===== config.mk =====
export PLATFORM = sky130hd
export DESIGN_NAME = pgm_stream_parser_top
export DESIGN_NICKNAME = d
export VERILOG_FILES = /design/src/design/pgs_pkg.sv /design/src/design/pgs_front.sv /design/src/design/pgs_queue.sv /design/src/design/pgs_back.sv /design/src/design/pgm_stream_parser_top.sv
export SDC_FILE = /design/constraint.sdc
export NUM_CORES = 1
export LEC_CHECK = 0
export BUFFER_PORTS_ARGS = -buffer_cell sky130_fd_sc_hd__buf_2
export CAP_MARGIN = 20
export CORE_AREA = 3 3 340 174
export CTS_CLUSTER_DIAMETER = 30
export CTS_CLUSTER_SIZE = 14
export DETAILED_ROUTE_END_ITERATION = 10
export DIE_AREA = 0 0 343 177
export MAX_ROUTING_LAYER = met4
export REMOVE_ABC_BUFFERS = 1
export SETUP_SLACK_MARGIN = 0.2
export SKIP_LAST_GASP = 1
export SLEW_MARGIN = 40
export SYNTH_ARGS = -nofsm -noshare
export SYNTH_HDL_FRONTEND = slang
export SYNTH_SLANG_ARGS = --single-unit

===== constraint.sdc =====
create_clock -name clk -period 7.3 [get_ports clk]
set_input_delay 0.73 -clock clk [delete_from_list [all_inputs] [get_ports clk]]
set_output_delay 0.73 -clock clk [all_outputs]
set_load 0.05 [all_outputs]

===== src/design/pgs_pkg.sv =====
// shared types, codes and helpers for the graymap stream parser
`default_nettype none

package pgs_pkg;

	typedef struct packed {
		logic [7:0] data_byte;
		logic       end_of_stream;
	} item_t;

	typedef struct packed {
		logic [2:0]  kind;
		logic [31:0] value;
		logic [2:0]  error_code;
		logic        last;
	} result_t;

	typedef struct packed {
		logic [7:0] data_byte;
		logic       eos;
		logic       is_digit;
		logic [3:0] digit;
		logic       is_ws;
		logic       is_eol;
		logic       is_hash;
		logic       is_p;
		logic       is_two;
		logic       is_five;
	} cls_t;

	localparam logic [2:0] K_WIDTH  = 3'd0;
	localparam logic [2:0] K_HEIGHT = 3'd1;
	localparam logic [2:0] K_MAXVAL = 3'd2;
	localparam logic [2:0] K_PIXEL  = 3'd3;
	localparam logic [2:0] K_ERROR  = 3'd4;

	localparam logic [2:0] E_NONE     = 3'd0;
	localparam logic [2:0] E_MAGIC    = 3'd0;
	localparam logic [2:0] E_TYPE     = 3'd1;
	localparam logic [2:0] E_DIGIT    = 3'd2;
	localparam logic [2:0] E_NO_SPACE = 3'd3;
	localparam logic [2:0] E_EARLY    = 3'd4;

	localparam logic [7:0] CH_P     = 8'h50;
	localparam logic [7:0] CH_TWO   = 8'h32;
	localparam logic [7:0] CH_FIVE  = 8'h35;
	localparam logic [7:0] CH_HASH  = 8'h23;
	localparam logic [7:0] CH_ZERO  = 8'h30;
	localparam logic [7:0] CH_NINE  = 8'h39;
	localparam logic [7:0] CH_SPACE = 8'h20;
	localparam logic [7:0] CH_TAB   = 8'h09;
	localparam logic [7:0] CH_CR    = 8'h0d;
	localparam logic [7:0] CH_LF    = 8'h0a;

	typedef enum logic [6:0] {
		PH_MAGIC  = 7'b0000001,
		PH_TYPE   = 7'b0000010,
		PH_WIDTH  = 7'b0000100,
		PH_HEIGHT = 7'b0001000,
		PH_MAXVAL = 7'b0010000,
		PH_PIXELS = 7'b0100000,
		PH_DONE   = 7'b1000000
	} phase_t;

	function automatic result_t mk_num(logic [2:0] kind, logic [31:0] value, logic last);
		result_t r;
		r.kind       = kind;
		r.value      = value;
		r.error_code = E_NONE;
		r.last       = last;
		return r;
	endfunction

	function automatic result_t mk_err(logic [2:0] code);
		result_t r;
		r.kind       = K_ERROR;
		r.value      = 32'd0;
		r.error_code = code;
		r.last       = 1'b1;
		return r;
	endfunction

endpackage

`default_nettype wire


===== src/design/pgs_front.sv =====
// front end: accepts stream words and classifies each byte
`default_nettype none

module pgs_front (
	input  var pgs_pkg::item_t item,
	input  wire                item_valid,
	output logic               item_ready,
	input  wire                queue_full,
	output logic               push,
	output pgs_pkg::cls_t      push_word
);
	import pgs_pkg::*;

	logic [7:0] b;

	assign b          = item.data_byte;
	assign item_ready = !queue_full;
	assign push       = item_valid && !queue_full;

	always_comb begin
		push_word.data_byte = b;
		push_word.eos       = item.end_of_stream;
		push_word.is_digit  = (b >= CH_ZERO) && (b <= CH_NINE);
		push_word.digit     = push_word.is_digit ? b[3:0] : 4'd0;
		push_word.is_ws     = (b == CH_SPACE) || ((b >= CH_TAB) && (b <= CH_CR));
		push_word.is_eol    = (b == CH_LF) || (b == CH_CR);
		push_word.is_hash   = (b == CH_HASH);
		push_word.is_p      = (b == CH_P);
		push_word.is_two    = (b == CH_TWO);
		push_word.is_five   = (b == CH_FIVE);
	end

endmodule

`default_nettype wire


===== src/design/pgs_queue.sv =====
// two-entry queue between the classifier and the parser back end
`default_nettype none

module pgs_queue (
	input  wire                clk,
	input  wire                arst_n,
	input  wire                push,
	input  var pgs_pkg::cls_t  push_word,
	output logic               full,
	input  wire                pop,
	output pgs_pkg::cls_t      head,
	output logic               head_valid
);
	import pgs_pkg::*;

	localparam int DEPTH = 2;
	localparam int PW    = $clog2(DEPTH);

	cls_t            mem_q [DEPTH];
	logic [PW-1:0]   wr_q;
	logic [PW-1:0]   rd_q;
	logic [PW:0]     cnt_q;

	assign full       = (cnt_q == (PW+1)'(DEPTH));
	assign head_valid = (cnt_q != '0);
	assign head       = mem_q[rd_q];

	always_ff @(posedge clk) begin
		if (push) begin
			mem_q[wr_q] <= push_word;
		end
	end

	always_ff @(posedge clk or negedge arst_n) begin
		if (!arst_n) begin
			wr_q  <= '0;
			rd_q  <= '0;
			cnt_q <= '0;
		end else begin
			if (push) begin
				wr_q <= wr_q + 1'b1;
			end
			if (pop) begin
				rd_q <= rd_q + 1'b1;
			end
			if (push && !pop) begin
				cnt_q <= cnt_q + 1'b1;
			end else if (pop && !push) begin
				cnt_q <= cnt_q - 1'b1;
			end
		end
	end

endmodule

`default_nettype wire


===== src/design/pgs_back.sv =====
// back end: parser state machine, pixel counters and result output stage
`default_nettype none

module pgs_back #(
	parameter int COUNT_BITS = 32
) (
	input  wire                clk,
	input  wire                arst_n,
	input  var pgs_pkg::cls_t  head,
	input  wire                head_valid,
	output logic               pop,
	output pgs_pkg::result_t   result,
	output logic               result_valid,
	input  wire                result_ready
);
	import pgs_pkg::*;

	localparam int CB = COUNT_BITS;

	phase_t          ph_q, ph_d;
	logic            bin_q, bin_d;
	logic            cmt_q, cmt_d;
	logic [31:0]     acc_q, acc_d;
	logic            act_q, act_d;
	logic [CB-1:0]   w_q, w_d;
	logic [CB-1:0]   h_q, h_d;
	logic [CB-1:0]   col_q, col_d;
	logic [CB-1:0]   row_q, row_d;

	result_t         out_q, pend_q;
	logic            out_valid_q, pend_valid_q;

	result_t         r0, r1;
	logic [1:0]      nres;
	logic            out_free, can_take;
	logic [31:0]     acc_ten, dig32;
	logic            adv_last, fin, empty_img;
	logic [CB-1:0]   col_inc, adv_col, adv_row;

	assign out_free     = !out_valid_q || result_ready;
	assign can_take     = out_free && !pend_valid_q;
	assign pop          = head_valid && can_take;
	assign result       = out_q;
	assign result_valid = out_valid_q;

	assign dig32     = {28'd0, head.digit};
	assign acc_ten   = {acc_q[28:0], 3'b000} + {acc_q[30:0], 1'b0} + dig32;
	assign adv_last  = (col_q == (w_q - 1'b1)) && (row_q == (h_q - 1'b1));
	assign col_inc   = col_q + 1'b1;
	assign adv_col   = (col_inc == w_q) ? '0 : col_inc;
	assign adv_row   = (col_inc == w_q) ? row_q + 1'b1 : row_q;
	assign empty_img = (w_q == '0) || (h_q == '0);

	always_comb begin
		ph_d  = ph_q;
		bin_d = bin_q;
		cmt_d = cmt_q;
		acc_d = acc_q;
		act_d = act_q;
		w_d   = w_q;
		h_d   = h_q;
		col_d = col_q;
		row_d = row_q;
		nres  = 2'd0;
		r0    = mk_err(E_NONE);
		r1    = mk_err(E_NONE);
		fin   = 1'b0;
		if (head.eos) begin
			if (ph_q != PH_DONE && ph_q != PH_MAGIC) begin
				if (act_q) begin
					nres = 2'd1;
					unique case (ph_q)
						PH_PIXELS: begin
							fin = adv_last;
							r0  = mk_num(K_PIXEL, acc_q, adv_last);
						end
						PH_WIDTH:  r0 = mk_num(K_WIDTH, acc_q, 1'b0);
						PH_HEIGHT: r0 = mk_num(K_HEIGHT, acc_q, 1'b0);
						default:   r0 = mk_num(K_MAXVAL, acc_q, 1'b0);
					endcase
				end
				if (!fin) begin
					if (act_q) begin
						r1 = mk_err(E_EARLY);
					end else begin
						r0 = mk_err(E_EARLY);
					end
					nres = nres + 2'd1;
				end
			end
			ph_d  = PH_MAGIC;
			bin_d = 1'b0;
			cmt_d = 1'b0;
			acc_d = '0;
			act_d = 1'b0;
			w_d   = '0;
			h_d   = '0;
			col_d = '0;
			row_d = '0;
		end else begin
			unique case (ph_q)
				PH_MAGIC: begin
					if (head.is_p) begin
						ph_d = PH_TYPE;
					end else begin
						r0   = mk_err(E_MAGIC);
						nres = 2'd1;
						ph_d = PH_DONE;
					end
				end
				PH_TYPE: begin
					if (head.is_two || head.is_five) begin
						bin_d = head.is_five;
						ph_d  = PH_WIDTH;
					end else begin
						r0   = mk_err(E_TYPE);
						nres = 2'd1;
						ph_d = PH_DONE;
					end
				end
				PH_WIDTH, PH_HEIGHT, PH_MAXVAL: begin
					if (cmt_q) begin
						if (head.is_eol) begin
							cmt_d = 1'b0;
						end
					end else if (act_q) begin
						if (head.is_digit) begin
							acc_d = acc_ten;
						end else begin
							act_d = 1'b0;
							nres  = 2'd1;
							if (ph_q == PH_MAXVAL) begin
								if (head.is_ws) begin
									r0    = mk_num(K_MAXVAL, acc_q, empty_img);
									col_d = '0;
									row_d = '0;
									ph_d  = empty_img ? PH_DONE : PH_PIXELS;
								end else begin
									r0   = mk_num(K_MAXVAL, acc_q, 1'b0);
									r1   = mk_err(E_NO_SPACE);
									nres = 2'd2;
									ph_d = PH_DONE;
								end
							end else begin
								if (ph_q == PH_WIDTH) begin
									w_d  = acc_q[CB-1:0];
									r0   = mk_num(K_WIDTH, acc_q, 1'b0);
									ph_d = PH_HEIGHT;
								end else begin
									h_d  = acc_q[CB-1:0];
									r0   = mk_num(K_HEIGHT, acc_q, 1'b0);
									ph_d = PH_MAXVAL;
								end
								if (head.is_hash) begin
									cmt_d = 1'b1;
								end else if (head.is_digit) begin
									acc_d = dig32;
									act_d = 1'b1;
								end else if (!head.is_ws) begin
									r1   = mk_err(E_DIGIT);
									nres = 2'd2;
									ph_d = PH_DONE;
								end
							end
						end
					end else begin
						if (head.is_hash) begin
							cmt_d = 1'b1;
						end else if (head.is_digit) begin
							acc_d = dig32;
							act_d = 1'b1;
						end else if (!head.is_ws) begin
							r0   = mk_err(E_DIGIT);
							nres = 2'd1;
							ph_d = PH_DONE;
						end
					end
				end
				PH_PIXELS: begin
					if (bin_q) begin
						r0    = mk_num(K_PIXEL, {24'd0, head.data_byte}, adv_last);
						nres  = 2'd1;
						col_d = adv_col;
						row_d = adv_row;
						if (adv_last) begin
							ph_d = PH_DONE;
						end
					end else if (act_q) begin
						if (head.is_digit) begin
							acc_d = acc_ten;
						end else begin
							act_d = 1'b0;
							col_d = adv_col;
							row_d = adv_row;
							r0    = mk_num(K_PIXEL, acc_q, adv_last);
							nres  = 2'd1;
							if (adv_last) begin
								ph_d = PH_DONE;
							end else if (!head.is_ws) begin
								r1   = mk_err(E_DIGIT);
								nres = 2'd2;
								ph_d = PH_DONE;
							end
						end
					end else if (head.is_digit) begin
						acc_d = dig32;
						act_d = 1'b1;
					end else if (!head.is_ws) begin
						r0   = mk_err(E_DIGIT);
						nres = 2'd1;
						ph_d = PH_DONE;
					end
				end
				default: begin
				end
			endcase
		end
	end

	always_ff @(posedge clk or negedge arst_n) begin
		if (!arst_n) begin
			ph_q  <= PH_MAGIC;
			bin_q <= 1'b0;
			cmt_q <= 1'b0;
			acc_q <= '0;
			act_q <= 1'b0;
			w_q   <= '0;
			h_q   <= '0;
			col_q <= '0;
			row_q <= '0;
		end else if (pop) begin
			ph_q  <= ph_d;
			bin_q <= bin_d;
			cmt_q <= cmt_d;
			acc_q <= acc_d;
			act_q <= act_d;
			w_q   <= w_d;
			h_q   <= h_d;
			col_q <= col_d;
			row_q <= row_d;
		end
	end

	always_ff @(posedge clk or negedge arst_n) begin
		if (!arst_n) begin
			out_valid_q  <= 1'b0;
			pend_valid_q <= 1'b0;
		end else if (out_free) begin
			if (pend_valid_q) begin
				out_valid_q  <= 1'b1;
				pend_valid_q <= 1'b0;
			end else begin
				out_valid_q  <= pop && (nres != 2'd0);
				pend_valid_q <= pop && (nres == 2'd2);
			end
		end
	end

	always_ff @(posedge clk) begin
		if (out_free) begin
			if (pend_valid_q) begin
				out_q <= pend_q;
			end else begin
				out_q  <= r0;
				pend_q <= r1;
			end
		end
	end

endmodule

`default_nettype wire


===== src/design/pgm_stream_parser_top.sv =====
// top level of the graymap (pgm) stream parser
// item channel: one stream word per handshake, a data byte or an end-of-stream
// mark. result channel: header numbers (width, height, maxval), pixels and
// numbered errors, with last set on the final result of an image.
// a word is classified on entry and written to a two-entry queue; the parser
// back end takes one word per cycle from the queue, while the holding stage is
// empty and the result register is free or being read, and drives a result
// register with a one-result holding stage behind it. a word is stored in the
// queue, and its result in the result register. a word with two results
// (number then error) holds the back end until the holding stage drains.
// when the receiver stalls, the output stage and queue fill and item_ready
// drops once the queue is full; no result is lost or repeated.
// reset clears the parser to wait for the 'P' of a new image and empties the
// queue and output stage. end_of_stream closes any pending number, reports
// an early end if the image is incomplete, and rearms the parser.
// COUNT_BITS sets the width of the pixel column and row counters.
`default_nettype none

module pgm_stream_parser_top #(
	parameter int COUNT_BITS = 32
) (
	input  wire                 clk,
	input  wire                 arst_n,
	input  var pgs_pkg::item_t  item,
	input  wire                 item_valid,
	output logic                item_ready,
	output pgs_pkg::result_t    result,
	output logic                result_valid,
	input  wire                 result_ready
);
	import pgs_pkg::*;

	logic  q_full, q_push, q_pop, q_head_valid;
	cls_t  q_push_word, q_head;

	pgs_front u_front (
		.item       (item),
		.item_valid (item_valid),
		.item_ready (item_ready),
		.queue_full (q_full),
		.push       (q_push),
		.push_word  (q_push_word)
	);

	pgs_queue u_queue (
		.clk        (clk),
		.arst_n     (arst_n),
		.push       (q_push),
		.push_word  (q_push_word),
		.full       (q_full),
		.pop        (q_pop),
		.head       (q_head),
		.head_valid (q_head_valid)
	);

	pgs_back #(
		.COUNT_BITS (COUNT_BITS)
	) u_back (
		.clk          (clk),
		.arst_n       (arst_n),
		.head         (q_head),
		.head_valid   (q_head_valid),
		.pop          (q_pop),
		.result       (result),
		.result_valid (result_valid),
		.result_ready (result_ready)
	);

endmodule

`default_nettype wire


==> results of run 1 <==
==> state kept, by name (all words and copies together), names as in the netlist, 2 cells and up <==
signal         count
u_back.w_q        32
u_back.col_q      32
u_back.ph_q        7
u_back.h_q        32
u_back.result     39
u_back.acc_q      32
u_back.row_q      32
u_queue.mem_q     40
u_queue.cnt_q      2
u_back.pend_q      3
==> routing by layer <==
| metal | track usage [%] | routed length (µm) |
|---|---|---|
| met1 | 24.3 | 24700 |
| met2 | 26.7 | 22900 |
| met3 | 2.48 | 3120 |
| met4 | 4.62 | 1280 |
| met5 | - | 0 |
==> worst paths after layout <==
kind	to	depth (start not counted)
max reg2reg	u_back.col_q[24]$_DFFE_PN0P_	13
max	u_back.col_q[24]$_DFFE_PN0P_	13
max in group asynchronous	u_back.col_q[8]$_DFFE_PN0P_	2
min	u_back.acc_q[20]$_DFFE_PN0P_	1
min reg2reg	u_queue.wr_q$_DFFE_PN0P_	1
min in group clk	u_queue.mem_q[0][11]$_DFFE_PP_	1
==> area by class of cell <==
class / count / area, µm² / share of cell area (%)
tap: 756 / 946 / 4.78
inverter: 37 / 139 / 0.702
clock buffer: 62 / 1420 / 7.18
timing repair buffer: 76 / 449 / 2.27
multi-input combinational: 1510 / 9540 / 48.2
clock inverter: 34 / 418 / 2.11
sequential: 258 / 6870 / 34.7
==> per-stage QoR <==
stage | hold WS, ns | util, % | std cells | worst slack (ns)
3_3_place_gp | 0.476 | 32.0 | 2636 | 2.29
4_1_cts | 0.113 | 35.4 | 2733 | 2.18
6_report | 0.0807 | 35.4 | 2733 | 2.15
2_1_floorplan | 0.434 | - | 1805 | 1.81
3_5_place_dp | 0.489 | 32.1 | 2637 | 2.19
5_1_grt | 0.114 | 35.4 | 2733 | 1.88
==> worst max-delay path, stage by stage (launching register included) <==
cell	delay, ns
dfrtp_1	0.44
ha_1	0.35
and3_1	0.25
nand4_1	0.56
or4_4	0.75
a22o_1	0.24
or4_1	0.53
nor4b_2	0.31
and4_1	0.22
buf_4	0.25
nor2_1	0.18
buf_4	0.29
nand2_1	0.43
o21ai_0	0.18
==> cell families (layout without fill, tap and decap cells) <==
family,Yosys count,after routing,synth area share [%]
simple gates,814,814,24.4
fa+ha+maj,65,65,4.89
buf+inv,148,209,3.48
compound gates,440,440,16.4
flops,258,258,40.6
mux,35,35,2.14
xor+xnor,156,156,8.07
==> report_power, final <==
group	internal, mW	switching (mW)	leakage (nW)	total [mW]
combinational	1.08	2.25	4.03	3.33
sequential	1.72	0.220	3.28	1.94
clock	1.62	0.862	0.909	2.48
==> synth_stat cells (10+ instances only) <==
master       n  area share [%]
or2_2       10            0.37
or3_1       19            0.70
and4_1      14            0.72
nand2b_1    23            0.85
o31ai_1     21            0.93
and2_1      39             1.4
xor2_1      63             3.3
xnor2_1     93             4.8
nor2_1     147             3.3
nor3_1      69             2.0
nor4_1      37             1.4
buf_2       12            0.35
nor3b_1     13            0.58
nand4_1     50             1.8
edfxtp_1    82              15
and3_1      19            0.70
or4_1       24             1.1
clkbuf_1    91             2.0
nand2_1    232             5.1
o21ai_0    172             5.1
mux2i_1     26             1.5
nand3_1     68             2.0
a21o_1      17            0.75
a31oi_1     20            0.74
a2111oi_0   10            0.52
inv_1       37            0.82
ha_1        63             4.7
a22o_1      14            0.72
o211ai_1    11            0.49
nor2b_1     20            0.74
a211oi_1    13            0.58
dfrtp_1    175              26
a21oi_1     74             2.2
==> flow_metrics.py, run 1 <==
metrics = {
    "worst_setup_path": {
        "end_kind": "flip-flop",
        "path_max_fanout": 18,
        "startpoint": "u_back.col_q[0]$_DFFE_PN0P_",
        "crit_required_ns": 7.73,
        "critPathKind": "reg -> reg",
        "cp.arrival_ns": 5.59,
        "r2r-start": "u_back.col_q[0]$_DFFE_PN0P_",
        "timing.reg2reg.setup_slack_ns": 2.15,
        "start_kind": "flip-flop",
    },
    "sta": {
        "rsz0062_at_grt": "false",
        "hold_violations": 0,
        "max-slew-margin-rel_pct": 40.4,
        "worstMarginPinSlew_ns": 0.894,
        "fmax_mhz": 194,
        "setup_tns_ns": 0,
        "fin_crit_ns": 5.15,
        "skew_ns": 0.0388,
        "finalSetupViolCount": 0,
        "final_max_slew_viol_count": 0,
        "finalCritPeriodShare_pct": 70.6,
    },
    "placement": {
        "place_hpwl_um": 38000,
        "gp_congestion": 0.971,
        "numPortBuffers": 53,
        "dpl_cell_area_um2": 17900,
    },
    "cts": {
        "cts_tree": "yes",
        "clock_path_buffers": 3,
        "post_cts_buffers": 0,
        "h-tree-depth": 2,
        "cts_root_buf": "clkbuf_16",
        "cts_resized": 0,
        "cts.clk_slew.worst_paths_ns": 0.05,
        "clk_latency_ns": 0.60,
        "holdBufCountCts": 0,
        "cts_sinks": 258,
        "cts_buffers": 53,
    },
    "global_routing": {
        "grtUsageTotal_pct": 17.5,
        "grt_pass1_vias": 14100,
        "grt_max_degree": 70,
        "antenna_found_initial": 0,
        "overflow": 0,
        "grt_pass1_wl_um": 82300,
    },
    "detailed_routing": {
        "vias_per_cell": 5.48,
        "vias": 15000,
        "routedWlPerCell_um": 19.0,
        "drt_wl_total_um": 52000,
        "drc": 0,
        "drtPass1Iterations": 6,
        "drt_iter0_drc": 1382,
        "antenna_left": 0,
    },
    "die": {
        "io_pins": 54,
        "dieArea_um2": 60700,
        "die_w_um": 343,
        "initial_core_util_pct": 30.3,
        "die_h_um": 177,
        "num_rows": 61,
        "core_um2": 55900,
    },
    "cells_and_area": {
        "drive_gt1_share_pct": 10.7,
        "most-common-layout-cells": "nand2_1 (231), dfrtp_1 (174), o21ai_0 (172)",
        "antenna_cells": 0,
        "syn2layout_area_growth_pct": 16.9,
        "nFillCells": 5735,
        "nNetsFinal": 2014,
        "layout_commonest_cell": "nand2_1",
        "design_area_um2": 19800,
    },
    "worst_hold_path": {
        "worst_hold_path_type": "in -> async",
    },
    "synthesis": {
        "synth_seq_area_share_pct": 40.6,
        "synth-seq-cells": 258,
        "yosys_warnings": 0,
        "synth-edff-count": 82,
        "postSynthCellCount": 1916,
        "synth_cell_types": 82,
        "async_flop_share_pct": 68.2,
        "syn_avg_cell_area_um2": 8.84,
        "synth.cell_area_um2": 16900,
        "synth_ff_type": "dfrtp_1",
    },
    "power": {
        "p_total_mw": 7.75,
        "p_leak_nw": 8.22,
        "max-vdd-ir-drop_v": 0.000262,
        "power_density_nw_per_um2": 392,
    },
    "run": {
        "cap_violations": 0,
    },
    "outcome": {
        "status": "completed",
    },
}
(Power assumes the default switching activity.)
==> run 2, diff against run 1 <==
- clock period: 7.3 -> 4.5 ns (I/O delays scaled with it)
==> flow_metrics.py, run 2 (synthesis gave the netlist of run 1 again) <==
metrics = {
    "outcome": {
        "status": "completed",
    },
    "worst_setup_path": {
        "crit_chain": "ha_1 > and3_1 > nand4_1 > or4_4 > a22o_1 > or4_1 > nor4b_2 > and4_1 > nor2_1 > o311ai_0 > o41ai_1",
        "r2r-start": "u_back.col_q[1]$_DFFE_PN0P_",
        "start_kind": "flip-flop",
        "crit_required_ns": 4.91,
        "path_max_fanout": 10,
        "end_kind": "flip-flop",
        "startpoint": "u_back.col_q[1]$_DFFE_PN0P_",
        "cp.arrival_ns": 4.54,
        "critPathSlowestCell": "or4_4",
        "worst-path-buf-inv": 0,
        "timing.reg2reg.setup_slack_ns": 0.38,
        "worst-path-stages": 11,
        "ff2ff_path_depth": 11,
        "regToRegEndpoint": "u_back.row_q[24]$_DFFE_PN0P_",
        "critPathKind": "reg -> reg",
        "path_delay_family": "simple AND/OR/NAND/NOR gates",
        "cp-endpoint": "u_back.row_q[24]$_DFFE_PN0P_",
        "max_stage_delay_ns": 0.59,
    },
    "die": {
        "die_w_um": 343,
        "die_h_um": 177,
        "initial_core_util_pct": 30.3,
        "io_pins": 54,
        "num_rows": 61,
        "dieArea_um2": 60700,
        "core_um2": 55900,
    },
    "placement": {
        "numPortBuffers": 53,
        "gp_congestion": 0.956,
        "dpl_cell_area_um2": 18200,
        "place_hpwl_um": 38800,
    },
    "detailed_routing": {
        "antenna_left": 0,
        "drtPass1Iterations": 5,
        "drc": 0,
        "vias": 15100,
        "vias_per_cell": 5.42,
        "drt_wl_total_um": 52900,
        "routedWlPerCell_um": 19.0,
        "drt_iter0_drc": 1489,
    },
    "cells_and_area": {
        "layout_commonest_cell": "nand2_1",
        "nNetsFinal": 2055,
        "design_area_um2": 20200,
        "most-common-layout-cells": "nand2_1 (231), dfrtp_1 (174), o21ai_0 (172)",
        "syn2layout_area_growth_pct": 19.1,
        "nFillCells": 5742,
        "top_register": "u_queue.mem_q",
        "largest_reg_flops": 40,
        "drive_gt1_share_pct": 12.6,
        "antenna_cells": 0,
    },
    "global_routing": {
        "grt_max_degree": 86,
        "grtUsageTotal_pct": 17.9,
        "grt_pass1_vias": 14400,
        "grt_pass1_wl_um": 84100,
        "antenna_found_initial": 0,
        "overflow": 0,
    },
    "sta": {
        "worstMarginPinSlew_ns": 0.849,
        "finalCritPeriodShare_pct": 91.6,
        "skew_ns": 0.0577,
        "rsz0062_at_grt": "false",
        "hold_violations": 0,
        "whs_ns": 0.0504,
        "fin_crit_ns": 4.12,
        "fmax_mhz": 242,
        "max-slew-margin-rel_pct": 43.4,
        "finalSetupViolCount": 0,
        "final_max_slew_viol_count": 0,
    },
    "run": {
        "cap_violations": 0,
    },
    "cts": {
        "clock_path_buffers": 3,
        "cts.clk_slew.worst_paths_ns": 0.05,
        "cts_buffers": 54,
        "cts_sinks": 258,
        "h-tree-depth": 2,
        "clk_latency_ns": 0.61,
        "post_cts_buffers": 0,
        "cts_root_buf": "clkbuf_16",
        "cts_tree": "yes",
    },
    "power": {
        "power_density_nw_per_um2": 646,
        "p_total_mw": 13.0,
        "p_leak_nw": 8.43,
        "max-vdd-ir-drop_v": 0.000307,
    },
    "worst_hold_path": {
        "worst_hold_path_type": "in -> reg",
    },
}
run 2: area by class of cell:
cell class,count,area [µm²],area share [%]
repair buffers,116,763,3.79
flip-flops and latches,258,6870,34.1
inverters,37,139,0.689
multi-input cells,1510,9520,47.2
clock inverters,43,524,2.60
clock buffers,59,1400,6.95
well taps,756,946,4.69
run 2: through the flow:
step / util [%] / worst slack [ns] / setup TNS, ns / cells
6_report: 36.1 / 0.376 / 0 / 2779
5_1_grt: 36.1 / 0.206 / 0 / 2779
4_1_cts: 36.1 / 0.286 / 0 / 2779
3_5_place_dp: 32.6 / 0.277 / 0 / 2676
3_3_place_gp: 32.6 / 0.281 / 0 / 2675
2_1_floorplan: - / -0.988 / -37.20 / 1805
run 2: worst min-delay path by stage:
stage	start	slack [ns]	depth (start not counted)	endpoint
2_1_floorplan	arst_n	0.15	0	u_back.acc_q[0]$_DFFE_PN0P_
3_3_place_gp	u_queue.wr_q$_DFFE_PN0P_	0.48	1	u_queue.wr_q$_DFFE_PN0P_
3_5_place_dp	u_queue.wr_q$_DFFE_PN0P_	0.49	1	u_queue.wr_q$_DFFE_PN0P_
4_1_cts	item[0]	0.03	1	u_queue.mem_q[0][11]$_DFFE_PP_
5_1_grt	item[0]	0.04	1	u_queue.mem_q[0][11]$_DFFE_PP_
6_report	item[0]	0.05	1	u_queue.mem_q[1][11]$_DFFE_PP_
run 2: report_power, final:
group          internal [mW]  switching (mW)  total [mW]
sequential              2.80           0.314        3.11
combinational           1.94            3.84        5.78
clock                   2.69            1.44        4.13
total                   7.42            5.59        13.0
run 2: layer usage:
layer  vias up  wire, µm  global-route usage, %
met5         -         0                      -
met4         0      1340                   4.76
met3       103      3150                   2.51
met2       489     23500                   27.3
met1      7276     24800                   24.8
li1       7190         -                      -
run 2: what timing repair did:
| item | in CTS | in global routing |
|---|---|---|
| hold buffers | 1 | 0 |
| gates resized for setup | 0 | 5 |
| setup endpoints to repair | 0 | 10 |
| endpoints found under the hold margin | 82 | 0 |
run 2: worst register-to-register path, cell delays in order, from the launching register on:
cell	delay (ns)
dfrtp_1	0.44
ha_1	0.20
and3_1	0.23
nand4_1	0.18
or4_4	0.59
a22o_1	0.24
or4_1	0.55
nor4b_2	0.32
and4_1	0.45
nor2_1	0.24
o311ai_0	0.41
o41ai_1	0.14
